## src/hdl/set_assoc_lru_cache_sim_defines.svh

```systemverilog
// ----------------------------------------------------------------------------
// set_assoc_lru_cache_sim_defines
// Assertion macros shared by the cache simulator RTL.
// ----------------------------------------------------------------------------
`ifndef SET_ASSOC_LRU_CACHE_SIM_DEFINES_SVH
`define SET_ASSOC_LRU_CACHE_SIM_DEFINES_SVH

// same-cycle implication, disabled in reset
`define SALC_CHK_NOW(lbl, ante, cons, msg) \
    lbl: assert property (@(posedge i_clk) disable iff (!i_rst_n) (ante) |-> (cons)) \
        else $error(msg);

// next-cycle implication, disabled in reset
`define SALC_CHK_NEXT(lbl, ante, cons, msg) \
    lbl: assert property (@(posedge i_clk) disable iff (!i_rst_n) (ante) |=> (cons)) \
        else $error(msg);

`endif

```

## src/hdl/salc_pkg.sv

```systemverilog
// ----------------------------------------------------------------------------
// salc_pkg
// Types, codes and helpers of the set-associative LRU cache simulator.
// ----------------------------------------------------------------------------
package salc_pkg;

    typedef enum logic [2:0] {
        S_CLEAR,
        S_IDLE,
        S_READ,
        S_SCAN,
        S_UPDATE
    } t_state;

    typedef logic [2:0] t_age;

    localparam t_age AGE_MAX = 3'd7;

    localparam logic [1:0] REQ_MODIFY = 2'd2;

    localparam logic [1:0] CFG_SET_BITS   = 2'd0;
    localparam logic [1:0] CFG_WAYS       = 2'd1;
    localparam logic [1:0] CFG_BLOCK_BITS = 2'd2;

    localparam logic [2:0] SET_BITS_RST   = 3'd4;
    localparam logic [3:0] WAYS_RST       = 4'd1;
    localparam logic [4:0] BLOCK_BITS_RST = 5'd4;

    typedef struct packed {
        logic init;
        logic scan;
        logic commit;
        logic clear;
    } t_lru_ctl;

    function automatic logic [31:0] sat_add(input logic [31:0] a, input logic [1:0] b);
        logic [32:0] s;
        s = {1'b0, a} + {31'b0, b};
        return s[32] ? 32'hFFFF_FFFF : s[31:0];
    endfunction

endpackage

```

## src/hdl/salc_lru_unit.sv

```systemverilog
// ----------------------------------------------------------------------------
// salc_lru_unit
// Per-set valid/age store, way scan tracking and LRU row update.
// ----------------------------------------------------------------------------
module salc_lru_unit import salc_pkg::*; #(
    parameter int SET_W    = 6,
    parameter int ROWS     = 64,
    parameter int MAX_WAYS = 8,
    parameter int WAY_W    = 3,
    parameter int NW_W     = 4
) (
    input  logic             i_clk,
    input  logic             i_rst_n,
    input  t_lru_ctl         i_ctl,
    input  logic [SET_W-1:0] i_row,
    input  logic [WAY_W-1:0] i_way,
    input  logic [NW_W-1:0]  i_nw,
    input  logic             i_match,
    output logic             o_hit,
    output logic             o_evict,
    output logic [WAY_W-1:0] o_fill_way
);

    logic [MAX_WAYS-1:0]       r_mem_v [ROWS];
    t_age [MAX_WAYS-1:0]       r_mem_a [ROWS];
    logic [MAX_WAYS-1:0]       r_row_v;
    t_age [MAX_WAYS-1:0]       r_row_a;

    logic                      r_hit;
    logic [WAY_W-1:0]          r_hit_way;
    logic                      r_found;
    logic [WAY_W-1:0]          r_inv_way;
    t_age                      r_oldest;
    logic [WAY_W-1:0]          r_old_way;

    logic [MAX_WAYS-1:0]       n_v;
    t_age [MAX_WAYS-1:0]       n_a;
    logic [WAY_W-1:0]          victim;
    logic [WAY_W-1:0]          sel;
    logic [3:0]                limit;
    logic                      cur_v;
    t_age                      cur_a;

    assign cur_v  = r_row_v[i_way];
    assign cur_a  = r_row_a[i_way];
    assign victim = r_found ? r_inv_way : r_old_way;
    assign sel    = r_hit ? r_hit_way : victim;

    always_comb begin
        if (r_hit) begin
            limit = {1'b0, r_row_a[r_hit_way]};
        end else if (r_found) begin
            limit = 4'd8;
        end else begin
            limit = {1'b0, r_oldest};
        end
        n_v = r_row_v;
        n_a = r_row_a;
        for (int i = 0; i < MAX_WAYS; i++) begin
            if (NW_W'(i) < i_nw && WAY_W'(i) != sel && r_row_v[i] &&
                {1'b0, r_row_a[i]} < limit && r_row_a[i] < AGE_MAX) begin
                n_a[i] = r_row_a[i] + 3'd1;
            end
        end
        n_a[sel] = '0;
        n_v[sel] = 1'b1;
    end

    always_ff @(posedge i_clk) begin
        if (i_ctl.clear) begin
            r_mem_v[i_row] <= '0;
            r_mem_a[i_row] <= '0;
        end else if (i_ctl.commit) begin
            r_mem_v[i_row] <= n_v;
            r_mem_a[i_row] <= n_a;
        end
        if (i_ctl.init) begin
            r_row_v <= r_mem_v[i_row];
            r_row_a <= r_mem_a[i_row];
        end
    end

    always_ff @(posedge i_clk) begin
        if (!i_rst_n) begin
            r_hit     <= 1'b0;
            r_hit_way <= '0;
            r_found   <= 1'b0;
            r_inv_way <= '0;
            r_oldest  <= '0;
            r_old_way <= '0;
        end else if (i_ctl.init) begin
            r_hit     <= 1'b0;
            r_hit_way <= '0;
            r_found   <= 1'b0;
            r_inv_way <= '0;
            r_oldest  <= '0;
            r_old_way <= '0;
        end else if (i_ctl.scan) begin
            if (!r_hit && cur_v && i_match) begin
                r_hit     <= 1'b1;
                r_hit_way <= i_way;
            end
            if (!r_found && !cur_v) begin
                r_found   <= 1'b1;
                r_inv_way <= i_way;
            end
            if (cur_a > r_oldest) begin
                r_oldest  <= cur_a;
                r_old_way <= i_way;
            end
        end
    end

    assign o_hit      = r_hit;
    assign o_evict    = !r_hit && !r_found;
    assign o_fill_way = victim;

endmodule

```

## config.mk

```make
export PLATFORM = sky130hd
export DESIGN_NAME = salc_lru_unit
export DESIGN_NICKNAME = d
export VERILOG_FILES = /design/src/hdl/set_assoc_lru_cache_sim_defines.svh /design/src/hdl/salc_pkg.sv /design/src/hdl/salc_lru_unit.sv
export SDC_FILE = /design/constraint.sdc
export NUM_CORES = 2
export LEC_CHECK = 0
export ABC_AREA = 1
export BUFFER_PORTS_ARGS = -buffer_cell sky130_fd_sc_hd__clkbuf_2
export CORE_MARGIN = 1
export CORE_UTILIZATION = 25
export DETAILED_ROUTE_END_ITERATION = 8
export HOLD_SLACK_MARGIN = 0.08
export PLACE_DENSITY = 0.34
export SLEW_MARGIN = 10
export SYNTH_ARGS = -nofsm -noshare
export SYNTH_HDL_FRONTEND = slang
export SYNTH_SLANG_ARGS = --single-unit
```

## constraint.sdc

```tcl
create_clock -name i_clk -period 8 [get_ports i_clk]
set_input_delay 1.6 -clock i_clk [delete_from_list [all_inputs] [get_ports i_clk]]
set_output_delay 1.6 -clock i_clk [all_outputs]
set_load 0.01 [all_outputs]
```

======== Yosys cells after proc, flatten, opt, wreduce, memory -nomap -nowiden ========
Memory sizes are Yosys's and may differ from the RTL's. A register that Yosys moved wholly into a read port is not among the register bits.
Cells that the tools add are included.
word-level totals
  memory bits (writable) .................. 2,048
  bits of input ports ..................... 20
  memories ................................ 2
  bits in registers ....................... 14
  output and inout bits ................... 5
memory list
  memory   words  width  rd ports  clocked after memory_dff  write ports  RTL line             text
  r_mem_a  64     24     1         1                         1            salc_lru_unit.sv:25  t_age [MAX_WAYS-1:0] r_mem_a [ROWS];
  r_mem_v  64     8      1         1                         1            salc_lru_unit.sv:24  logic [MAX_WAYS-1:0] r_mem_v [ROWS];
operators by class
  equal/unequal tests ..................... 7
  bitwise logic cells ..................... 6
  order comparisons ....................... 29
  reductions and logical operators ........ 45
  $add $sub $neg .......................... 8
  mux-type cells .......................... 29
operators by type and width
  kind                                                                    number
  3-bit two-way mux                                                       13
  1-bit logical AND                                                       37
  3-bit by 4-bit < comparator with 1-bit output                           8
  3-bit by 1-bit adder with 3-bit output, second input constant           8
  24-bit bitwise AND                                                      1
  3-bit < comparator, second input constant                               8
  24-bit two-way mux                                                      1
  24-bit NOT                                                              1
  3-bit binary-select mux with 3-bit select                               2
  3-bit by 4-bit < comparator with 1-bit output, first input constant     4
  3-bit by 4-bit < comparator with 1-bit output, second input constant    3
  3-bit inequality test, first input constant                             4
  3-bit demux with 3-bit select                                           1
  1-bit by 4-bit < comparator with 1-bit output, first input constant     2
  2-bit by 4-bit < comparator with 1-bit output, first input constant     2
  4-bit two-way mux                                                       2
  8-bit two-way mux                                                       1
  8-bit OR                                                                1
  1-bit two-way mux                                                       7
  2-bit by 3-bit inequality test with 1-bit output, first input constant  2
  2-bit AND reduction                                                     3
  1-bit binary-select mux with 3-bit select                               1
  1-bit demux with 3-bit select                                           1
  3-bit by 1-bit >= comparator with 1-bit output, second input constant   1
  7 further kinds                                                         10

======== Longest topological paths before layout ========
  depth after elaboration ................. 10
  gate-level depth with buffers ........... 15
  mapped depth without buffers ............ 14

======== Least setup slack after synthesis ========
Ideal clock, no wire load.
  path kind ............................... input to register
  from .................................... in i_ctl[1] (netlist name)
  to ...................................... mem r_mem_v[0][0] (data pin)
  path slack .............................. 3.536 ns
  library setup time ...................... 0.548 ns
  data arrival time ....................... 3.916 ns
  path buffers ............................ 0
  cell stages on the path ................. 4
  path through ............................ inv_1 > nor2_1 > inv_1 > a21oi_1
between the ends
  word-level cells in the longest chain between the ends .. 4
ends and longest elaborated chain
  element                                  RTL line             text
  from (decl)                              salc_lru_unit.sv:14  input t_lru_ctl i_ctl,
  1-bit two-way mux                        salc_lru_unit.sv:73  end else if (i_ctl.commit) begin
  1-bit two-way mux                        salc_lru_unit.sv:70  if (i_ctl.clear) begin
  1-bit two-way mux (not written as such)  salc_lru_unit.sv:74  r_mem_v[i_row] <= n_v;
  8-bit two-way mux (no line)              -
  to (decl)                                salc_lru_unit.sv:24
No other way between the ends.

==> summary.md <==
| Metric | Value |
|---|---|
| Status | finished, final reports clean |
| Congestion Overflow GR | 0 |
| XOR/XNOR Fraction of Synth Area | 0.000873 |
| Top cells by instance count after synthesis | 2080 x edfxtp_1, 1721 x nand2_1, 267 x nand4_1 |
| Portion of netlist area occupied by mux cells | 0 |
| Logic pwr share | 0.059 |
| Post-route DRC | 0 |
| CP required | 8.59 ns |
| TritonCTS buffer count | 236 |
| Post-synth EDFFs | 2080 |
| Max FO, Critical Path | 74 |
| Vias | 48700 |
| Kind of critical path | input port to flop |
| Setup violations, final | 0 |
| Height of the die | 569 um |
| Total routed wirelength | 316000 um |
| Vias in the first global route | 47700 |
| Cts hold-fix bufs | 0 |
| RR Startpoint | r_hit_way[0] |
| Inst Count DP | 9882 |
| Final core utilization | 0.295 |
| Synth Area in Compound Gates | 0.0614 |
| Synth Flop Type | edfxtp_1 |
| Hold path startpoint | r_inv_way[2] |
| Final Hold Fails | 0 |
| ANT nets after route | 0 |
| Clock share of power | 0.426 |
| Max-Cap Viols | 0 |
| Flop pwr share | 0.515 |
| I/O pins | 25 |
| Rows | 207 |
| Layout cell share with drive strength beyond 1 | 0.106 |
| Sum of negative setup slack | 0 ns |
| Die area | 0.323 sq mm |
| PwrDens | 254 mW/mm^2 |
| Synth area leader | edfxtp_1 |
| Final Non-Filler Cells | 10300 |
| FMAX | 195 MHz |
| Clock period minus worst slack | 5.12 ns |
| Sw power | 5.74 mW |
| Synth top area cells | edfxtp_1 78%, nand2_1 8.0%, a22oi_1 2.1% |
| Buffers on Ports | 24 |
| Share of the synthesized area in the top cell type | 0.778 |
| Seq cells post-synth | 2094 |
| First-pass GRT wire length | 429000 um |
| Starting Density | 0.252 |
| First drt pass iteration count | 7 |
| Die X | 569 um |
| Post-synth ARST share | 0 |
| Slew @ Worst Pin | 1.45 ns |
| CP Launch Type | input port |
| Total power | 23.9 mW |
| Slew headroom | 0.0227 |
| Crit path from | i_row[0] |
| TritonCTS clock tree | built |
| RSZ-0062 raised after global routing | false |
| Clock Sinks | 2094 |
| PostCTS Resize Cnt | 0 |
| Post-Synthesis Cells | 5736 |
| Area growth syn-to-layout | 17.1% |
| Clk_lat worst skew | 0.94 ns |
| Ys Warns | 0 |
| Max VDD drop | 0.000176 V |
| CTS max path bufs | 4 |
| Post-DP HPWL | 189000 um |
| Sw Share | 0.240 |
| Post-Synth Simple-Gate Area | 0.122 |
| Seq/Total Area, Yosys | 0.782 |
| Avg Cell Area, Syn | 14.0 sq um |
| Internal power | 18.1 mW |
| Worst Setup End Kind | flop |
| Largest family of logic cells by synthesized area | simple AND/OR/NAND/NOR gates |
| Final Net Count | 5988 |
| Via density | 4.73 |
| Number of distinct library cells after synthesis | 43 |
| Core ar. | 0.319 sq mm |
| Starting DRT DRC Count | 4469 |
| LEAKAGE | 31.2 nW |
| H-tree level count | 4 |
| Adder-cell area share of the yosys netlist | 0.00421 |
| Routability congestion estimate | 0.826 |
| Total track usage | 0.193 |
| Most common cell in the netlist | edfxtp_1 |
| Pins Over Slew Limit | 0 |
| Worst Hold Class | flop to flop |
| Post-Synthesis Net Count | 5783 |
| Root Driver | clkbuf_16 |
| Wirelength per Cell | 30.7 um |
| Syn Std Cell Area | 0.0803 sq mm |
| Hold_ws | 0.450 ns |
| Crit share post-route | 0.640 |
| Largest net degree at the start of global routing | 86 |
| Clock slew at reported path FFs | 0.06 ns |
| Setup Skew | 0.0608 ns |
| CP arrival | 5.71 ns |
| Post-CTS setup buffers | 0 |
| Initial antenna violation count | 21 |
worst max-delay path: stages:
cell	delay (ns)
clkbuf_2	0.36
inv_4	0.19
nand3_4	0.15
inv_8	0.14
buf_12	0.24
a22oi_1	0.41
nand2_1	0.10
o31ai_1	0.90
nand2_1	0.22
nor2_1	0.90
nand2_1	0.11
power groups by stage:
stage	clock [mW]	combinational (mW)	sequential [mW]
6_report	10.2	1.41	12.3
5_1_grt	10.8	1.52	12.3
4_1_cts	10.4	1.45	12.3
3_5_place_dp	0	1.44	12.5
3_3_place_gp	0	1.44	12.5
2_1_floorplan	0	0.653	12.5
path summary, 6_finish.rpt:
kind	to	slack, ns	cells after the start
max reg2reg	r_mem_a[32][14]	3.38	13
min	r_inv_way[2]	0.45	2
min reg2reg	r_inv_way[2]	0.45	2
max	r_row_a[17]	2.88	11
layer usage:
| layer | part of all wire | routed length [um] | up-vias | track usage |
|---|---|---|---|---|
| met1 | 0.47 | 148000 | 25700 | 0.278 |
| met4 | 0.024 | 7500 | 2 | 0.0436 |
| met3 | 0.046 | 14700 | 336 | 0.0229 |
| li1 | - | - | 21500 | - |
| met5 | 0.000041 | 13 | - | 0 |
| met2 | 0.46 | 146000 | 1210 | 0.309 |
layout make-up:
cell class	instances	area, sq um
Tap cell	4180	5230
Multi-Input combinational cell	3104	15900
Timing Repair Buffer	221	1930
Clock buffer	304	6180
Inverter	284	1130
Antenna cell	10	25.0
Sequential cell	2094	62700
Fill cell	31900	225000
Clock inverter	111	805
layout by cell type (no fill, tap or decap), types with 10 or more instances in the layout:
cell,synthesis,layout
clkinv_1,4,65
nand2_1,1721,1720
edfxtp_1,2080,2080
nor2_4,1,89
nand4_1,267,267
o21ai_1,63,70
o211ai_1,14,14
ha_1,27,27
o21ai_0,139,130
a22oi_1,225,225
nand3b_1,17,17
clkbuf_2,0,23
buf_12,0,14
diode_2,0,10
clkbuf_16,0,237
buf_4,3,173
clkbuf_1,32,67
clkinv_2,0,27
o31ai_1,12,11
o2111ai_1,63,63
nor2_1,208,120
a21oi_1,95,87
a22o_1,94,94
dfxtp_1,14,14
nand3_1,106,106
inv_1,263,263
sequential cells by signal, summed over array words and instances (netlist names):
signal,count
o_hit,1
r_found,1
r_hit_way,3
r_inv_way,3
r_mem_a,1536
r_mem_v,512
r_old_way,3
r_oldest,3
r_row_a,24
r_row_v,8
cells by family (layout without fill, tap and decap cells):
group	Yosys count	count (layout)
buf+inv	538	920
other cells	0	10
compound gates	728	728
xor+xnor	8	8
simple gates	2341	2341
flops	2094	2094
fa+ha+maj	27	27
per-stage QoR:
step	area, sq um	setup WS (ns)
finish	94000	2.88
global route	93900	2.84
CTS	93900	2.93
detailed placement	86900	1.95
global placement	86700	1.85
floorplan	80300	3.54
(Power assumes the default switching activity.)
